===== config.mk =====
export PLATFORM = sky130hd
export DESIGN_NAME = multiply_divide_unit_hi_lo
export DESIGN_NICKNAME = d
export VERILOG_FILES = /design/src/hdl/mdu_pkg.sv /design/src/hdl/multiply_divide_unit_hi_lo.sv
export SDC_FILE = /design/constraint.sdc
export NUM_CORES = 1
export LEC_CHECK = 0
export BUFFER_PORTS_ARGS = -buffer_cell sky130_fd_sc_hd__buf_2
export CORE_UTILIZATION = 40
export CTS_CLUSTER_SIZE = 40
export DETAILED_ROUTE_END_ITERATION = 10
export RECOVER_POWER = 50
export SLEW_MARGIN = 20
export SYNTH_ARGS = -nofsm -noshare
export SYNTH_HDL_FRONTEND = slang
export SYNTH_SLANG_ARGS = --single-unit

===== constraint.sdc =====
create_clock -name i_clk -period 12.2 [get_ports i_clk]
set_input_delay 1.83 -clock i_clk [delete_from_list [all_inputs] [get_ports i_clk]]
set_output_delay 1.83 -clock i_clk [all_outputs]
set_load 0.01 [all_outputs]

===== src/hdl/mdu_pkg.sv =====
// ----------------------------------------------------------------------------
// mdu_pkg
// types and constants of the hi/lo multiply-divide unit
// ----------------------------------------------------------------------------
`timescale 1ns / 1ps

package mdu_pkg;

    localparam int unsigned XLEN = 32;
    localparam int unsigned CNT_W = $clog2(XLEN);

    localparam logic [XLEN-1:0] SIGN_BIT = 32'h8000_0000;
    localparam logic [XLEN-1:0] ALL_ONES = 32'hFFFF_FFFF;

    // operation codes
    typedef enum logic [2:0] {
        OP_MULT  = 3'd0,
        OP_MULTU = 3'd1,
        OP_DIV   = 3'd2,
        OP_DIVU  = 3'd3,
        OP_MTHI  = 3'd4,
        OP_MTLO  = 3'd5,
        OP_MFHI  = 3'd6,
        OP_MFLO  = 3'd7
    } t_op;

    typedef struct packed {
        t_op             req_type;
        logic [XLEN-1:0] operand_a;
        logic [XLEN-1:0] operand_b;
    } t_req;

    typedef struct packed {
        logic [XLEN-1:0] hi_out;
        logic [XLEN-1:0] lo_out;
        logic [XLEN-1:0] read_value;
        logic            div_by_zero;
    } t_rsp;

endpackage


===== src/hdl/multiply_divide_unit_hi_lo.sv =====
// ----------------------------------------------------------------------------
// multiply_divide_unit_hi_lo
// hi/lo multiply-divide unit: radix-2 shift-add multiply and restoring
// divide on one shared 34-bit adder, plus hi/lo moves
// ----------------------------------------------------------------------------
//  channel | valid   | ready   | payload
//  request | i_valid | o_ready | i_req  (req_type, operand_a, operand_b)
//  result  | o_valid | i_ready | o_rsp  (hi_out, lo_out, read_value, div_by_zero)
//
//  mult, multu, div, divu: 32 radix-2 iterations on the shared adder, then
//  one sign fix-up, which writes the result. divide by zero and moves: result
//  valid on the cycle after the transfer. o_ready is high only when idle and
//  no result is waiting, so a stalled result holds off the next transfer.
//  reset clears hi and lo to zero and drops o_valid.
// ----------------------------------------------------------------------------
`timescale 1ns / 1ps

module multiply_divide_unit_hi_lo (
    input  logic          i_clk,
    input  logic          i_rst_n,
    input  logic          i_valid,
    output logic          o_ready,
    input  mdu_pkg::t_req i_req,
    output logic          o_valid,
    input  logic          i_ready,
    output mdu_pkg::t_rsp o_rsp
);

    localparam int unsigned W = mdu_pkg::XLEN;

    typedef enum logic [1:0] {
        S_IDLE,
        S_RUN,
        S_FIX
    } t_state;

    t_state                      r_state, n_state;
    logic [mdu_pkg::CNT_W-1:0]   r_cnt, n_cnt;
    logic [W:0]                  r_acc_hi, n_acc_hi;
    logic [W-1:0]                r_acc_lo, n_acc_lo;
    logic [W-1:0]                r_opb, n_opb;
    logic                        r_is_div, n_is_div;
    logic                        r_neg_q, n_neg_q;
    logic                        r_neg_r, n_neg_r;
    logic [W-1:0]                r_hi, n_hi;
    logic [W-1:0]                r_lo, n_lo;
    logic                        r_out_valid, n_out_valid;
    mdu_pkg::t_rsp               r_out, n_out;

    logic                        in_xfer;
    logic                        op_signed;
    logic                        a_neg, b_neg;
    logic [W-1:0]                mag_a, mag_b;
    logic [W:0]                  shifted;
    logic [W+1:0]                add_x, add_y, unit_sum;
    logic                        add_cin;
    logic                        sub_ok;
    logic [2*W-1:0]              prod, prod_neg;

    assign o_ready = (r_state == S_IDLE) && !r_out_valid;
    assign o_valid = r_out_valid;
    assign o_rsp   = r_out;
    assign in_xfer = i_valid && o_ready;

    // operand magnitudes for the signed forms
    assign op_signed = (i_req.req_type == mdu_pkg::OP_MULT) ||
                       (i_req.req_type == mdu_pkg::OP_DIV);
    assign a_neg = op_signed && i_req.operand_a[W-1];
    assign b_neg = op_signed && i_req.operand_b[W-1];
    assign mag_a = a_neg ? (~i_req.operand_a + W'(1)) : i_req.operand_a;
    assign mag_b = b_neg ? (~i_req.operand_b + W'(1)) : i_req.operand_b;

    // shared adder: trial subtract for divide, conditional add for multiply
    assign shifted = {r_acc_hi[W-1:0], r_acc_lo[W-1]};
    always_comb begin
        if (r_is_div) begin
            add_x   = {1'b0, shifted};
            add_y   = ~{2'b00, r_opb};
            add_cin = 1'b1;
        end else begin
            add_x   = {2'b00, r_acc_hi[W-1:0]};
            add_y   = r_acc_lo[0] ? {2'b00, r_opb} : '0;
            add_cin = 1'b0;
        end
    end
    assign unit_sum = add_x + add_y + {{(W+1){1'b0}}, add_cin};
    assign sub_ok   = !unit_sum[W+1];

    // product sign fix-up
    assign prod     = {r_acc_hi[W-1:0], r_acc_lo};
    assign prod_neg = ~prod + (2*W)'(1);

    // sequencer and next values
    always_comb begin
        n_state     = r_state;
        n_cnt       = r_cnt;
        n_acc_hi    = r_acc_hi;
        n_acc_lo    = r_acc_lo;
        n_opb       = r_opb;
        n_is_div    = r_is_div;
        n_neg_q     = r_neg_q;
        n_neg_r     = r_neg_r;
        n_hi        = r_hi;
        n_lo        = r_lo;
        n_out_valid = r_out_valid;
        n_out       = r_out;

        // result transfer frees the output register
        if (r_out_valid && i_ready) begin
            n_out_valid = 1'b0;
        end

        unique case (r_state)
            S_IDLE: begin
                if (in_xfer) begin
                    n_cnt    = '1;
                    n_neg_r  = a_neg;
                    n_neg_q  = a_neg ^ b_neg;
                    n_acc_hi = '0;
                    n_out.read_value  = '0;
                    n_out.div_by_zero = 1'b0;
                    unique case (i_req.req_type) inside
                        mdu_pkg::OP_MULT, mdu_pkg::OP_MULTU: begin
                            n_is_div = 1'b0;
                            n_opb    = mag_a;
                            n_acc_lo = mag_b;
                            n_state  = S_RUN;
                        end
                        mdu_pkg::OP_DIV, mdu_pkg::OP_DIVU: begin
                            n_is_div = 1'b1;
                            n_opb    = mag_b;
                            n_acc_lo = mag_a;
                            if (i_req.operand_b == '0) begin
                                // divide by zero: direct result
                                n_hi = i_req.operand_a;
                                n_lo = a_neg ? W'(1) : mdu_pkg::ALL_ONES;
                                n_out.hi_out      = n_hi;
                                n_out.lo_out      = n_lo;
                                n_out.div_by_zero = 1'b1;
                                n_out_valid       = 1'b1;
                            end else begin
                                n_state = S_RUN;
                            end
                        end
                        mdu_pkg::OP_MTHI: begin
                            n_hi         = i_req.operand_a;
                            n_out.hi_out = i_req.operand_a;
                            n_out.lo_out = r_lo;
                            n_out_valid  = 1'b1;
                        end
                        mdu_pkg::OP_MTLO: begin
                            n_lo         = i_req.operand_a;
                            n_out.hi_out = r_hi;
                            n_out.lo_out = i_req.operand_a;
                            n_out_valid  = 1'b1;
                        end
                        mdu_pkg::OP_MFHI: begin
                            n_out.hi_out     = r_hi;
                            n_out.lo_out     = r_lo;
                            n_out.read_value = r_hi;
                            n_out_valid      = 1'b1;
                        end
                        default: begin
                            n_out.hi_out     = r_hi;
                            n_out.lo_out     = r_lo;
                            n_out.read_value = r_lo;
                            n_out_valid      = 1'b1;
                        end
                    endcase
                end
            end
            S_RUN: begin
                // one radix-2 step per cycle
                if (r_is_div) begin
                    n_acc_hi = sub_ok ? unit_sum[W:0] : shifted;
                    n_acc_lo = {r_acc_lo[W-2:0], sub_ok};
                end else begin
                    n_acc_hi = {1'b0, unit_sum[W:1]};
                    n_acc_lo = {unit_sum[0], r_acc_lo[W-1:1]};
                end
                n_cnt = r_cnt - 1'b1;
                if (r_cnt == '0) begin
                    n_state = S_FIX;
                end
            end
            S_FIX: begin
                if (r_is_div) begin
                    n_lo = r_neg_q ? (~r_acc_lo + W'(1)) : r_acc_lo;
                    n_hi = r_neg_r ? (~r_acc_hi[W-1:0] + W'(1)) : r_acc_hi[W-1:0];
                end else begin
                    n_lo = r_neg_q ? prod_neg[W-1:0] : prod[W-1:0];
                    n_hi = r_neg_q ? prod_neg[2*W-1:W] : prod[2*W-1:W];
                end
                n_out.hi_out = n_hi;
                n_out.lo_out = n_lo;
                n_out_valid  = 1'b1;
                n_state      = S_IDLE;
            end
            default: begin
                n_state = S_IDLE;
            end
        endcase
    end

    // state, hi/lo and registered outputs
    always_ff @(posedge i_clk) begin
        if (!i_rst_n) begin
            r_state     <= S_IDLE;
            r_cnt       <= '0;
            r_hi        <= '0;
            r_lo        <= '0;
            r_out_valid <= 1'b0;
        end else begin
            r_state     <= n_state;
            r_cnt       <= n_cnt;
            r_hi        <= n_hi;
            r_lo        <= n_lo;
            r_out_valid <= n_out_valid;
        end
        r_acc_hi <= n_acc_hi;
        r_acc_lo <= n_acc_lo;
        r_opb    <= n_opb;
        r_is_div <= n_is_div;
        r_neg_q  <= n_neg_q;
        r_neg_r  <= n_neg_r;
        r_out    <= n_out;
    end

endmodule


==> flow_summary.toml <==
[yosys]
synthesis.nets = 2139
async_flop_share_pct = 0
synth_top_cells_by_area = "edfxtp_1, dfxtp_1, o21ai_0"
synthMostInstantiatedCell = "nand2_1"
synthFlopType = "edfxtp_1"
synth_edf_count = 196
synth.distinct_cells = 73
ys_seq_elements = 268
synth_area_per_cell_sq_um = 8.97
netlist_area_sq_um = 18200
synthCells = 2029
yosysTopAreaCell = "edfxtp_1"
ys_seq_area_share_pct = 40.3
synth_top_cell_area_share_pct = 32.4
yosys_warnings = 0
synthTopCellsByCount = "nand2_1, o21ai_0, edfxtp_1"

[timing]
maxSlewViolCount = 320
hold_viol_final = 0
setup_violations = 0
hold_slack_ns = 0.502
skew_ns = 0.0466
tightestPinTransition_ns = 3.54
period_share_pct = 65.4
rsz0062_at_grt = "no"
fmax_mhz = 125
final.min_clock_period_ns = 7.98
fin_setup_tns_ns = 0
slew_headroom_pct = -136

[critical_path]
crit_path_max_incr_delay_ns = 2.46
path_buf_inv = 3
path_delay_family = "buffers and inverters"
worstSetupEndpointType = "flop"
path_max_fanout = 72
critPathArrivalTime_ns = 8.04
cp_cell_sequence = "buf_2, nand2_2, clkbuf_1, nor2_1, nor2_1, nor2_2, clkbuf_1"
cp.required_ns = 12.25
startpoint_type = "input port"
path_class = "input port to flop"
crit_slowest_cell = "clkbuf_1"

[layout]
drive_gt1_share_pct = 10.4
fin_cells = 2709
finalNetCount = 2204
final_area_sq_um = 20300
antenna_cells = 0
utilization_pct = 45.5
area_growth_pct = 11.3

[cts]
cts_hold_buf = 0
clk_pin_slew_ns = 0.06
clockRootBuffer = "clkbuf_16"
clock_sinks = 268
cts_tree = "yes"
ctsResizeCount = 0
cts_buffers = 29
cts_setup_buffers = 0
clk_latency_ns = 0.61
cts.path.max_buffers = 3
htreeDepth = 1

[drt]
drt.antenna.violating_nets = 0
first_pass_iters = 7
wl_per_cell_microns = 25.1
via_per_inst = 6.23
drtIter0Drc = 2101
vias = 16900
drcViolationCount = 0
wirelength_microns = 68000

[placement]
io_buffers = 169
gp_congestion = 0.941
dpl_cell_area_sq_um = 19400
dp_cells = 2655
place.detailed.hpwl_microns = 49800

[grt]
overflow = 0
grt_pass1_wl_microns = 99900
grt_pass1_vias = 15500
globalRouteTotalUtil_pct = 28.3
antenna_found_initial = 2
grt_max_degree = 79

[power_and_ir_drop]
powerDensity_nw_per_um2 = 145
cellLeakagePower_nw = 7.44
vdd_ir_drop_max_v = 0.000110

[die]
row_count = 77
pin_count = 170
die_area_sq_um = 46300
core_sq_um = 44500
start_util_pct = 40.9
die_y_microns = 215
die_w_microns = 215

[status]
violations = "capacitance limit, slew limit"
status = "finished, violations left"

[job]
maxCapViolCount = 8

[min_path]
hold_path.class = "flop to flop"
==> final cells by class <==
cell class              instances  area [sq um]
fillers                      4392         24300
multi-input cells            1562         10100
flip-flops and latches        268          7330
repair buffers                196           897
clock buffers                  39           793
well taps                     592           741
clock inverters                15           216
inverters                      37           139
==> routing by layer <==
metal  part of all wire [%]  up-vias  track usage, %
li1                       -     7660               -
met1                     42     8137            39.8
met2                     43      930            43.0
met3                    9.5      146            4.50
met4                    4.9        2            12.0
met5                  0.025        -               0
==> path summary, 6_finish.rpt <==
check	start	to	slack (ns)	depth (start not counted)
worst min-delay path	r_cnt[0]	r_cnt[0]	0.50	1
worst max-delay path	i_valid	r_acc_lo[29]	4.22	7
worst min register to register	r_cnt[0]	r_cnt[0]	0.50	1
worst max register to register	r_state[0]	r_acc_lo[29]	4.80	7
==> where the power goes <==
part / switching, mW / total (mW) / leakage, nW / internal [mW]
Sequential: 0.112 / 1.20 / 2.49 / 1.09
Clock: 0.392 / 0.954 / 0.480 / 0.562
Combinational: 0.504 / 0.774 / 4.47 / 0.270
==> state kept, by name, summed over array words and instances (netlist names) <==
name	flops
r_cnt	5
r_neg_q	1
r_hi	32
o_valid	1
r_acc_hi	32
o_rsp	97
r_is_div	1
r_opb	32
r_state	2
r_neg_r	1
r_acc_lo	32
r_lo	32
==> metrics by stage <==
stage / total power [mW] / setup slack [ns]
after floorplan: 1.70 / 3.59
after global placement: 1.98 / 6.74
after detailed placement: 1.98 / 6.56
after CTS: 2.92 / 6.64
after global routing: 3.04 / 3.44
final: 2.93 / 4.22
==> logic make-up after synthesis <==
kind of cell,after synthesis,synth area share (%)
adder cells (fa/ha/maj),39,2.76
flip-flops,268,40.3
AO/OA/AOI/OAI,637,21.9
AND/OR/NAND/NOR,588,15.0
XOR/XNOR,149,7.26
multiplexers,149,8.56
buffers and inverters,199,4.22
==> layout by cell type (no fill, tap or decap), types with 32 or more instances in the layout <==
| cell type | instances |
|---|---|
| xnor2_1 | 72 |
| a221oi_1 | 35 |
| edfxtp_1 | 196 |
| clkbuf_1 | 116 |
| o21ai_0 | 213 |
| nand3_1 | 40 |
| nor2_1 | 130 |
| xor2_1 | 75 |
| inv_1 | 36 |
| mux2i_1 | 96 |
| a21oi_1 | 162 |
| o22ai_1 | 35 |
| nand2_1 | 236 |
| a22o_1 | 32 |
| mux2_2 | 53 |
| ha_1 | 37 |
| buf_2 | 66 |
| nor3_1 | 59 |
| dfxtp_1 | 72 |
(Power assumes the default switching activity.)
